===== src/pidtv_pkg.sv =====
// Shared types, constants and microcode control word for the PID step block.
package pidtv_pkg;

  // Field widths
  localparam int ErrW   = 16;
  localparam int DtW    = 16;
  localparam int GainW  = 32;
  localparam int DriveW = 32;
  localparam int IntW   = 48;
  localparam int PcW    = 4;
  localparam int CfgIdxW = 2;

  // Configuration register indexes
  localparam logic [CfgIdxW-1:0] RegGainP = 2'd0;
  localparam logic [CfgIdxW-1:0] RegGainI = 2'd1;
  localparam logic [CfgIdxW-1:0] RegGainD = 2'd2;

  typedef struct packed {
    logic signed [ErrW-1:0] error_sample;
    logic        [DtW-1:0]  elapsed_time;
    logic                   restart;
  } pidtv_in_t;

  typedef struct packed {
    logic signed [DriveW-1:0] drive;
    logic                     saturated;
  } pidtv_out_t;

  // Multiplier operand selects
  typedef enum logic [1:0] {
    A_SUM,
    A_GP,
    A_GI,
    A_GD
  } pidtv_mul_a_e;

  typedef enum logic [2:0] {
    B_DT,
    B_ERR,
    B_ILO,
    B_IHI,
    B_DERIV
  } pidtv_mul_b_e;

  // Accumulator operations
  typedef enum logic [2:0] {
    ACC_HOLD,
    ACC_LOAD,
    ACC_ADD,
    ACC_ADD_HI,
    ACC_SHR
  } pidtv_acc_op_e;

  // Miscellaneous datapath operations
  typedef enum logic [2:0] {
    MISC_NONE,
    MISC_TAKE,
    MISC_DIV_INIT,
    MISC_INTEG,
    MISC_DIV_STEP,
    MISC_EMIT,
    MISC_CLEAR
  } pidtv_misc_e;

  // Jump conditions
  typedef enum logic [2:0] {
    COND_NEVER,
    COND_NO_IN,
    COND_RESTART,
    COND_CNT_NZ,
    COND_OUT_BUSY
  } pidtv_cond_e;

  typedef struct packed {
    pidtv_mul_a_e  mul_a;
    pidtv_mul_b_e  mul_b;
    pidtv_acc_op_e acc_op;
    pidtv_misc_e   misc;
    pidtv_cond_e   cond;
    logic          last;
    logic [PcW-1:0] target;
  } pidtv_ctrl_t;

  typedef struct packed {
    logic in_valid;
    logic restart;
    logic cnt_nz;
    logic out_busy;
  } pidtv_flags_t;

endpackage


===== src/pidtv_useq.sv =====
// Microcode sequencer: step counter, control store and conditional jumps.
module pidtv_useq (
  input  logic                  clk_i,
  input  logic                  rst_ni,
  input  pidtv_pkg::pidtv_flags_t flags_i,
  output pidtv_pkg::pidtv_ctrl_t  ctrl_o
);
  import pidtv_pkg::*;

  localparam logic [PcW-1:0] StepWait  = 4'd0;
  localparam logic [PcW-1:0] StepCheck = 4'd1;
  localparam logic [PcW-1:0] StepTrap  = 4'd2;
  localparam logic [PcW-1:0] StepInteg = 4'd3;
  localparam logic [PcW-1:0] StepDiv   = 4'd4;
  localparam logic [PcW-1:0] StepMil   = 4'd5;
  localparam logic [PcW-1:0] StepAil   = 4'd6;
  localparam logic [PcW-1:0] StepAih   = 4'd7;
  localparam logic [PcW-1:0] StepShr   = 4'd8;
  localparam logic [PcW-1:0] StepAp    = 4'd9;
  localparam logic [PcW-1:0] StepAd    = 4'd10;
  localparam logic [PcW-1:0] StepFin   = 4'd11;
  localparam logic [PcW-1:0] StepClr   = 4'd12;

  logic [PcW-1:0] pc_q, pc_d;
  pidtv_ctrl_t    ctrl;
  logic           jump;

  // Control store
  always_comb begin
    ctrl = '{mul_a: A_GP, mul_b: B_ERR, acc_op: ACC_HOLD, misc: MISC_NONE,
             cond: COND_NEVER, last: 1'b0, target: StepWait};
    case (pc_q)
      StepWait: begin
        ctrl.misc   = MISC_TAKE;
        ctrl.cond   = COND_NO_IN;
        ctrl.target = StepWait;
      end
      StepCheck: begin
        ctrl.cond   = COND_RESTART;
        ctrl.target = StepClr;
      end
      StepTrap: begin
        ctrl.mul_a = A_SUM;
        ctrl.mul_b = B_DT;
        ctrl.misc  = MISC_DIV_INIT;
      end
      StepInteg: begin
        ctrl.misc = MISC_INTEG;
      end
      StepDiv: begin
        ctrl.misc   = MISC_DIV_STEP;
        ctrl.cond   = COND_CNT_NZ;
        ctrl.target = StepDiv;
      end
      StepMil: begin
        ctrl.mul_a = A_GI;
        ctrl.mul_b = B_ILO;
      end
      StepAil: begin
        ctrl.mul_a  = A_GI;
        ctrl.mul_b  = B_IHI;
        ctrl.acc_op = ACC_LOAD;
      end
      StepAih: begin
        ctrl.acc_op = ACC_ADD_HI;
      end
      StepShr: begin
        ctrl.mul_a  = A_GP;
        ctrl.mul_b  = B_ERR;
        ctrl.acc_op = ACC_SHR;
      end
      StepAp: begin
        ctrl.mul_a  = A_GD;
        ctrl.mul_b  = B_DERIV;
        ctrl.acc_op = ACC_ADD;
      end
      StepAd: begin
        ctrl.acc_op = ACC_ADD;
      end
      StepFin: begin
        ctrl.misc   = MISC_EMIT;
        ctrl.cond   = COND_OUT_BUSY;
        ctrl.target = StepFin;
        ctrl.last   = 1'b1;
      end
      StepClr: begin
        ctrl.misc   = MISC_CLEAR;
        ctrl.cond   = COND_OUT_BUSY;
        ctrl.target = StepClr;
        ctrl.last   = 1'b1;
      end
      default: begin
        ctrl.last = 1'b1;
      end
    endcase
  end

  // Evaluate the jump condition
  always_comb begin
    case (ctrl.cond)
      COND_NO_IN:    jump = !flags_i.in_valid;
      COND_RESTART:  jump = flags_i.restart;
      COND_CNT_NZ:   jump = flags_i.cnt_nz;
      COND_OUT_BUSY: jump = flags_i.out_busy;
      default:       jump = 1'b0;
    endcase
  end

  // Advance the step counter
  always_comb begin
    if (jump) begin
      pc_d = ctrl.target;
    end else if (ctrl.last) begin
      pc_d = StepWait;
    end else begin
      pc_d = pc_q + 1'b1;
    end
  end

  always_ff @(posedge clk_i or negedge rst_ni) begin
    if (!rst_ni) begin
      pc_q <= StepWait;
    end else begin
      pc_q <= pc_d;
    end
  end

  assign ctrl_o = ctrl;

endmodule


===== src/pid_trapezoid_variable_dt.sv =====
// PID step with trapezoidal integral and variable time step, microcoded datapath.
//
//   channel  direction  handshake          word
//   in       input      in_valid/in_stall  error_sample, elapsed_time, restart
//   out      output     out_valid/out_stall drive, saturated
//   cfg      input      cfg_valid/ready    gain_p, gain_i, gain_d by index
//
// The block takes no new word until it has emitted the result of the last one,
// which needs a free output register; the derivative divider, stepped 16
// times at two quotient bits a step, does most of the work. A restart word skips it.
// One shared 32x33 multiplier serves every product. Reset clears the gains,
// the stored error and the integral. A stalled output holds the sequencer in
// its final step until the register is free.
module pid_trapezoid_variable_dt (
  input  logic                                 clk_i,
  input  logic                                 rst_ni,
  input  logic                                 in_valid_i,
  output logic                                 in_stall_o,
  input  pidtv_pkg::pidtv_in_t                 in_data_i,
  output logic                                 out_valid_o,
  input  logic                                 out_stall_i,
  output pidtv_pkg::pidtv_out_t                out_data_o,
  input  logic                                 cfg_valid_i,
  output logic                                 cfg_ready_o,
  input  logic [pidtv_pkg::CfgIdxW-1:0]        cfg_index_i,
  input  logic [pidtv_pkg::GainW-1:0]          cfg_data_i
);
  import pidtv_pkg::*;

  localparam int SumW  = ErrW + 1;
  localparam int MulBW = GainW + 1;
  localparam int ProdW = GainW + MulBW;
  localparam int AccW  = 80;
  localparam int QuoW  = 32;

  pidtv_ctrl_t  ctrl;
  pidtv_flags_t flags;

  logic signed [GainW-1:0] gain_p_q, gain_i_q, gain_d_q;
  logic signed [ErrW-1:0]  err_q, prev_q;
  logic [DtW-1:0]          dt_q;
  logic                    restart_q;
  logic signed [IntW-1:0]  integ_q;
  logic signed [ProdW-1:0] prod_q, prod_d;
  logic signed [AccW-1:0]  acc_q, acc_d;
  logic [DtW-1:0]          rem_q, rem_d;
  logic [QuoW-1:0]         quo_q, quo_d;
  logic [3:0]              cnt_q;
  logic                    neg_q;
  logic                    sat_q;
  logic                    out_valid_q;
  pidtv_out_t              out_q;

  logic                    in_take, out_busy, emit;
  logic signed [SumW-1:0]  err_sum, err_diff;
  logic [SumW-1:0]         diff_mag;
  logic signed [GainW-1:0] mul_a;
  logic signed [MulBW-1:0] mul_b;
  logic signed [MulBW-1:0] deriv;
  logic signed [GainW-1:0] half;
  logic signed [IntW:0]    isum;
  logic signed [IntW-1:0]  integ_d;
  logic                    integ_sat;
  logic [DtW:0]            r1, r2;
  logic                    ge1, ge2;
  logic [DtW:0]            r1s, r2s;
  logic signed [63:0]      res;
  logic                    res_fits;
  logic signed [DriveW-1:0] drive;

  pidtv_useq u_useq (
    .clk_i   (clk_i),
    .rst_ni  (rst_ni),
    .flags_i (flags),
    .ctrl_o  (ctrl)
  );

  assign in_take  = (ctrl.misc == MISC_TAKE);
  assign out_busy = out_valid_q && out_stall_i;
  assign emit     = ((ctrl.misc == MISC_EMIT) || (ctrl.misc == MISC_CLEAR)) && !out_busy;

  assign flags.in_valid = in_valid_i;
  assign flags.restart  = restart_q;
  assign flags.cnt_nz   = (cnt_q != 4'd0);
  assign flags.out_busy = out_busy;

  // Error sum and difference against the stored sample
  assign err_sum  = SumW'(err_q) + SumW'(prev_q);
  assign err_diff = SumW'(err_q) - SumW'(prev_q);
  assign diff_mag = err_diff[SumW-1] ? SumW'(-err_diff) : SumW'(err_diff);

  // Signed quotient, zero when no time has elapsed
  always_comb begin
    if (dt_q == '0) begin
      deriv = '0;
    end else if (neg_q) begin
      deriv = -$signed({1'b0, quo_q});
    end else begin
      deriv = $signed({1'b0, quo_q});
    end
  end

  // Select multiplier operands
  always_comb begin
    case (ctrl.mul_a)
      A_SUM:   mul_a = GainW'(err_sum);
      A_GP:    mul_a = gain_p_q;
      A_GI:    mul_a = gain_i_q;
      A_GD:    mul_a = gain_d_q;
      default: mul_a = gain_p_q;
    endcase
  end

  always_comb begin
    case (ctrl.mul_b)
      B_DT:    mul_b = $signed({{(MulBW-DtW){1'b0}}, dt_q});
      B_ERR:   mul_b = MulBW'(err_q);
      B_ILO:   mul_b = $signed({1'b0, integ_q[31:0]});
      B_IHI:   mul_b = MulBW'($signed(integ_q[IntW-1:32]));
      B_DERIV: mul_b = deriv;
      default: mul_b = MulBW'(err_q);
    endcase
  end

  assign prod_d = mul_a * mul_b;

  // Trapezoid step into the saturating integral
  assign half = prod_q[GainW:1];
  assign isum = (IntW+1)'(integ_q) + (IntW+1)'(half);
  always_comb begin
    integ_sat = 1'b0;
    integ_d   = isum[IntW-1:0];
    if (isum[IntW:IntW-1] == 2'b01) begin
      integ_d   = {1'b0, {(IntW-1){1'b1}}};
      integ_sat = 1'b1;
    end else if (isum[IntW:IntW-1] == 2'b10) begin
      integ_d   = {1'b1, {(IntW-1){1'b0}}};
      integ_sat = 1'b1;
    end
  end

  // Two restoring divide steps per cycle
  always_comb begin
    r1  = {rem_q, quo_q[QuoW-1]};
    ge1 = (r1 >= {1'b0, dt_q});
    r1s = ge1 ? (r1 - {1'b0, dt_q}) : r1;
    r2  = {r1s[DtW-1:0], quo_q[QuoW-2]};
    ge2 = (r2 >= {1'b0, dt_q});
    r2s = ge2 ? (r2 - {1'b0, dt_q}) : r2;
    rem_d = r2s[DtW-1:0];
    quo_d = {quo_q[QuoW-3:0], ge1, ge2};
  end

  // Accumulator
  always_comb begin
    case (ctrl.acc_op)
      ACC_LOAD:   acc_d = AccW'(prod_q);
      ACC_ADD:    acc_d = acc_q + AccW'(prod_q);
      ACC_ADD_HI: acc_d = acc_q + (AccW'(prod_q) <<< 32);
      ACC_SHR:    acc_d = acc_q >>> 16;
      default:    acc_d = acc_q;
    endcase
  end

  // Final scale and clamp to the drive range
  assign res      = acc_q[AccW-1:16];
  assign res_fits = (&res[63:DriveW-1]) || !(|res[63:DriveW-1]);
  always_comb begin
    if (res_fits) begin
      drive = res[DriveW-1:0];
    end else if (res[63]) begin
      drive = {1'b1, {(DriveW-1){1'b0}}};
    end else begin
      drive = {1'b0, {(DriveW-1){1'b1}}};
    end
  end

  // Control and state registers
  always_ff @(posedge clk_i or negedge rst_ni) begin
    if (!rst_ni) begin
      gain_p_q    <= '0;
      gain_i_q    <= '0;
      gain_d_q    <= '0;
      prev_q      <= '0;
      integ_q     <= '0;
      out_valid_q <= 1'b0;
    end else begin
      if (cfg_valid_i) begin
        case (cfg_index_i)
          RegGainP: gain_p_q <= cfg_data_i;
          RegGainI: gain_i_q <= cfg_data_i;
          RegGainD: gain_d_q <= cfg_data_i;
          default: ;
        endcase
      end
      if (ctrl.misc == MISC_INTEG) begin
        integ_q <= integ_d;
        prev_q  <= err_q;
      end else if (ctrl.misc == MISC_CLEAR) begin
        integ_q <= '0;
        prev_q  <= '0;
      end
      if (emit) begin
        out_valid_q <= 1'b1;
      end else if (!out_stall_i) begin
        out_valid_q <= 1'b0;
      end
    end
  end

  // Datapath registers
  always_ff @(posedge clk_i) begin
    prod_q <= prod_d;
    acc_q  <= acc_d;
    if (in_take && in_valid_i) begin
      err_q     <= in_data_i.error_sample;
      dt_q      <= in_data_i.elapsed_time;
      restart_q <= in_data_i.restart;
    end
    if (ctrl.misc == MISC_DIV_INIT) begin
      rem_q <= '0;
      quo_q <= {diff_mag[DtW-1:0], {(QuoW-DtW){1'b0}}};
      neg_q <= err_diff[SumW-1];
      cnt_q <= 4'd15;
    end else if (ctrl.misc == MISC_DIV_STEP) begin
      rem_q <= rem_d;
      quo_q <= quo_d;
      cnt_q <= cnt_q - 4'd1;
    end
    if (ctrl.misc == MISC_INTEG) begin
      sat_q <= integ_sat;
    end
    if (emit) begin
      if (ctrl.misc == MISC_CLEAR) begin
        out_q.drive     <= '0;
        out_q.saturated <= 1'b0;
      end else begin
        out_q.drive     <= drive;
        out_q.saturated <= sat_q || !res_fits;
      end
    end
  end

  assign in_stall_o  = !in_take;
  assign out_valid_o = out_valid_q;
  assign out_data_o  = out_q;
  assign cfg_ready_o = 1'b1;

endmodule


===== config.mk =====
export PLATFORM = sky130hd
export DESIGN_NAME = pid_trapezoid_variable_dt
export DESIGN_NICKNAME = d
export VERILOG_FILES = /design/src/pidtv_pkg.sv /design/src/pidtv_useq.sv /design/src/pid_trapezoid_variable_dt.sv
export SDC_FILE = /design/constraint.sdc
export NUM_CORES = 2
export LEC_CHECK = 0
export ABC_AREA = 1
export BUFFER_PORTS_ARGS = -buffer_cell sky130_fd_sc_hd__buf_2
export CAP_MARGIN = 20
export CELL_PAD_IN_SITES_DETAIL_PLACEMENT = 2
export CELL_PAD_IN_SITES_GLOBAL_PLACEMENT = 2
export CORE_MARGIN = 1
export CORE_UTILIZATION = 34
export DETAILED_ROUTE_END_ITERATION = 8
export PLACE_DENSITY_LB_ADDON = 0.3
export SLEW_MARGIN = 15
export SYNTH_ARGS = -nofsm -noshare
export SYNTH_HDL_FRONTEND = slang
export SYNTH_SLANG_ARGS = --single-unit

===== constraint.sdc =====
create_clock -name clk_i -period 18.8 [get_ports clk_i]
set_clock_uncertainty 0.1 [all_clocks]
set_input_delay 0.94 -clock clk_i [delete_from_list [all_inputs] [get_ports clk_i]]
set_output_delay 0.94 -clock clk_i [all_outputs]
set_load 0.005 [all_outputs]

==> flow_summary.toml <==
[synth]
synth_compound_area_frac = 0.1012
postSynthAreaPerCell_um2 = 7.465
synth_most_common_cell = "nand2_1"
async_flop_share = 0.3837
synth_top_area_cell = "fa_1"
ys_top_cells_by_area = "fa_1, nand2_1, inv_1"
ys_seq_elements = 430
synth_seq_area_share = 0.1521
yosysWarnings = 0
synth_edf_count = 164
netlist.area_leader.share = 0.3076
synth-simple-area-share = 0.2306
syn_nets = 11380
synthFlopType = "dfrtp_1"
syn_inst = 9757
synthXorXnorAreaFrac = 0.01828
synth.distinct_cells = 65
synth_top_family_by_area = "adder cells"
synth_commonest_cells = "nand2_1, inv_1, nor2_1"
synthMuxAreaShare = 0
syn_area_um2 = 72830
yosys.area_share.adder = 0.3818

[global_route]
grt_pass1_vias = 78950
antenna_found_initial = 7
grt_pass1_wl_um = 521700
grt_max_degree = 65
grt_usage = 0.3252
grt-ovfl-total = 0

[drt]
vias = 69220
drt-wirelength-per-cell_um = 27.82
antenna_left = 0
dr.first_iter.drc_count = 4187
route.detailed.drc = 16
dr.pass1.iters = 8
wirelength_um = 350500
via_per_inst = 5.494

[worst_setup_path]
cp_max_fo = 33
rrSetupSlack_ns = 6.84
worstPathRequired_ns = 19.28
timing.rr.end = "prod_q[53]"
path_common_cell = "fa_1"
r2r_cells = 36
crit_buf_inv = 9
crit_end = "prod_q[53]"
cp_slowest_stage_delay_ns = 0.76
reg2reg_from = "u_useq.pc_q[0]"
slowest_stage = "nand2_1"
cp_num_cells = 36
critPathKind = "reg -> reg"
critPathTopFamily = "adder cells"
crit_path_end_kind = "register"
worst_setup_path_start_kind = "register"
startpoint = "u_useq.pc_q[0]"
cp.arrival_ns = 12.44

[placed_design]
place.gp.congestion = 1.003
dp_hpwl_um = 291100
port_buffers = 106

[cts]
cts_root_buf = "clkbuf_16"
cts.sinks = 430
clkSlewWorstSetupHoldPaths_ns = 0.06
post-cts-setup-buffers = 0
cts-resized-gates = 0
htreeDepth = 2
clk_path_buf_depth = 3
cts_buffers = 58
ctsHoldBuffers = 0
clk-insertion-delay-late_ns = 0.74
cts_tree = "built"

[worst_hold_path]
holdCritPathClass = "in -> async"

[sta]
finalCritPeriodShare = 0.6362
fmax_mhz = 83.60
rsz0062_at_grt = "false"
fin_tns_setup_ns = 0
worst_slew_pin_slew_ns = 1.302
hold_violations = 0
slew_headroom = 0.1206
slew_violations = 0
period_needed_ns = 11.96
setup_viol = 0

[floorplan]
initial_core_util = 0.3427
die_height_um = 464.8
core_area_um2 = 212500
die_x_um = 464.8
fp.dieArea_um2 = 216100
row_count = 169
io_pins = 108

[run]
cap_violations = 0

[outcome]
status = "finished, violations left"
failed_checks = "design-rule violations"

[cells_and_area]
nets = 11350
area_growth_pct = 7.803
nFillCells = 24890
drive_gt1_frac = 0.04460
==> how the worst min path moves through the flow <==
stage | endpoint | slack (ns)
2_1_floorplan | cnt_q[0] | 0.34
3_3_place_gp | cnt_q[0] | 0.36
3_5_place_dp | cnt_q[0] | 0.37
4_1_cts | gain_d_q[28] | 0.05
5_1_grt | gain_i_q[17] | 0.08
6_report | gain_i_q[17] | 0.07
==> per-stage QoR <==
| step | setup slack [ns] | hold WS, ns | utilization | std cells | cell area [um^2] |
|---|---|---|---|---|---|
| 2_1_floorplan | 10.13 | 0.3438 | - | 9757 | 72830 |
| 3_3_place_gp | 7.159 | 0.3600 | 0.3597 | 12480 | 76430 |
| 3_5_place_dp | 7.077 | 0.3714 | 0.3597 | 12490 | 76440 |
| 4_1_cts | 6.980 | 0.04657 | 0.3693 | 12590 | 78470 |
| 5_1_grt | 6.451 | 0.08414 | 0.3694 | 12600 | 78510 |
| 6_report | 6.839 | 0.06968 | 0.3695 | 12600 | 78520 |
==> worst reg2reg max path, delay by kind of cell, from the launching register on <==
| family | cells | cell delay [ns] |
|---|---|---|
| compound gates | 3 | 0.93 |
| xor+xnor | 1 | 0.24 |
| fa+ha+maj | 10 | 5.14 |
| buf+inv | 9 | 1.78 |
| flops | 1 | 0.43 |
| simple gates | 13 | 3.21 |
==> placed cells by master, fill, tap and decap left out, drive strengths merged, types with 103 or more instances in the layout <==
| cell | synthesis | final |
|---|---|---|
| buf | 174 | 212 |
| xor2 | 103 | 103 |
| nor2 | 1286 | 1286 |
| nand3 | 504 | 504 |
| dfrtp | 165 | 165 |
| inv | 1876 | 1878 |
| ha | 432 | 432 |
| edfxtp | 164 | 164 |
| a21oi | 553 | 553 |
| o21ai | 507 | 507 |
| fa | 1119 | 1119 |
| nand2 | 2052 | 2052 |
==> metal layers <==
layer | part of all wire | vias to the layer above | GRT usage | routed length (um)
met5 | 0.000077 | - | 0 | 27
met4 | 0.044 | 4 | 0.1293 | 15580
met3 | 0.051 | 616 | 0.03759 | 17900
met2 | 0.49 | 1939 | 0.5644 | 171400
met1 | 0.42 | 36520 | 0.4096 | 145600
li1 | - | 30140 | - | -
==> cells by family after synthesis <==
| kind of cell | after synthesis |
|---|---|
| AOI/OAI and AO/OA | 1324 |
| xor gates and xnor gates | 152 |
| adders and majority gates | 1551 |
| buffers and inverters | 2185 |
| DFF | 430 |
| other | 1 |
| and+or+nand+nor | 4114 |
==> area by class of cell <==
type,count,area [um^2],share of cell area
sequential,430,11080,0.1411
multi-input combinational,7142,53450,0.6807
clock buffer,76,1643,0.02092
inverter,1881,7063,0.08996
antenna,3,7.507,0.00009561
tap,2821,3530,0.04495
clock inverter,33,387.9,0.004940
timing repair buffer,213,1364,0.01737
==> state kept, by name, indices dropped and copies added, names as in the netlist, 4 cells and up <==
name,flops
err_q,16
prod_q,65
prev_q,16
rem_q,16
u_useq.pc_q,4
cnt_q,4
integ_q,48
acc_q,80
gain_d_q,32
out_data_o,33
gain_p_q,32
quo_q,32
dt_q,16
gain_i_q,32
Power is left out: the tool's default activity adds up to more than one toggle a clock period on the data nets, which glitch-free logic cannot reach.
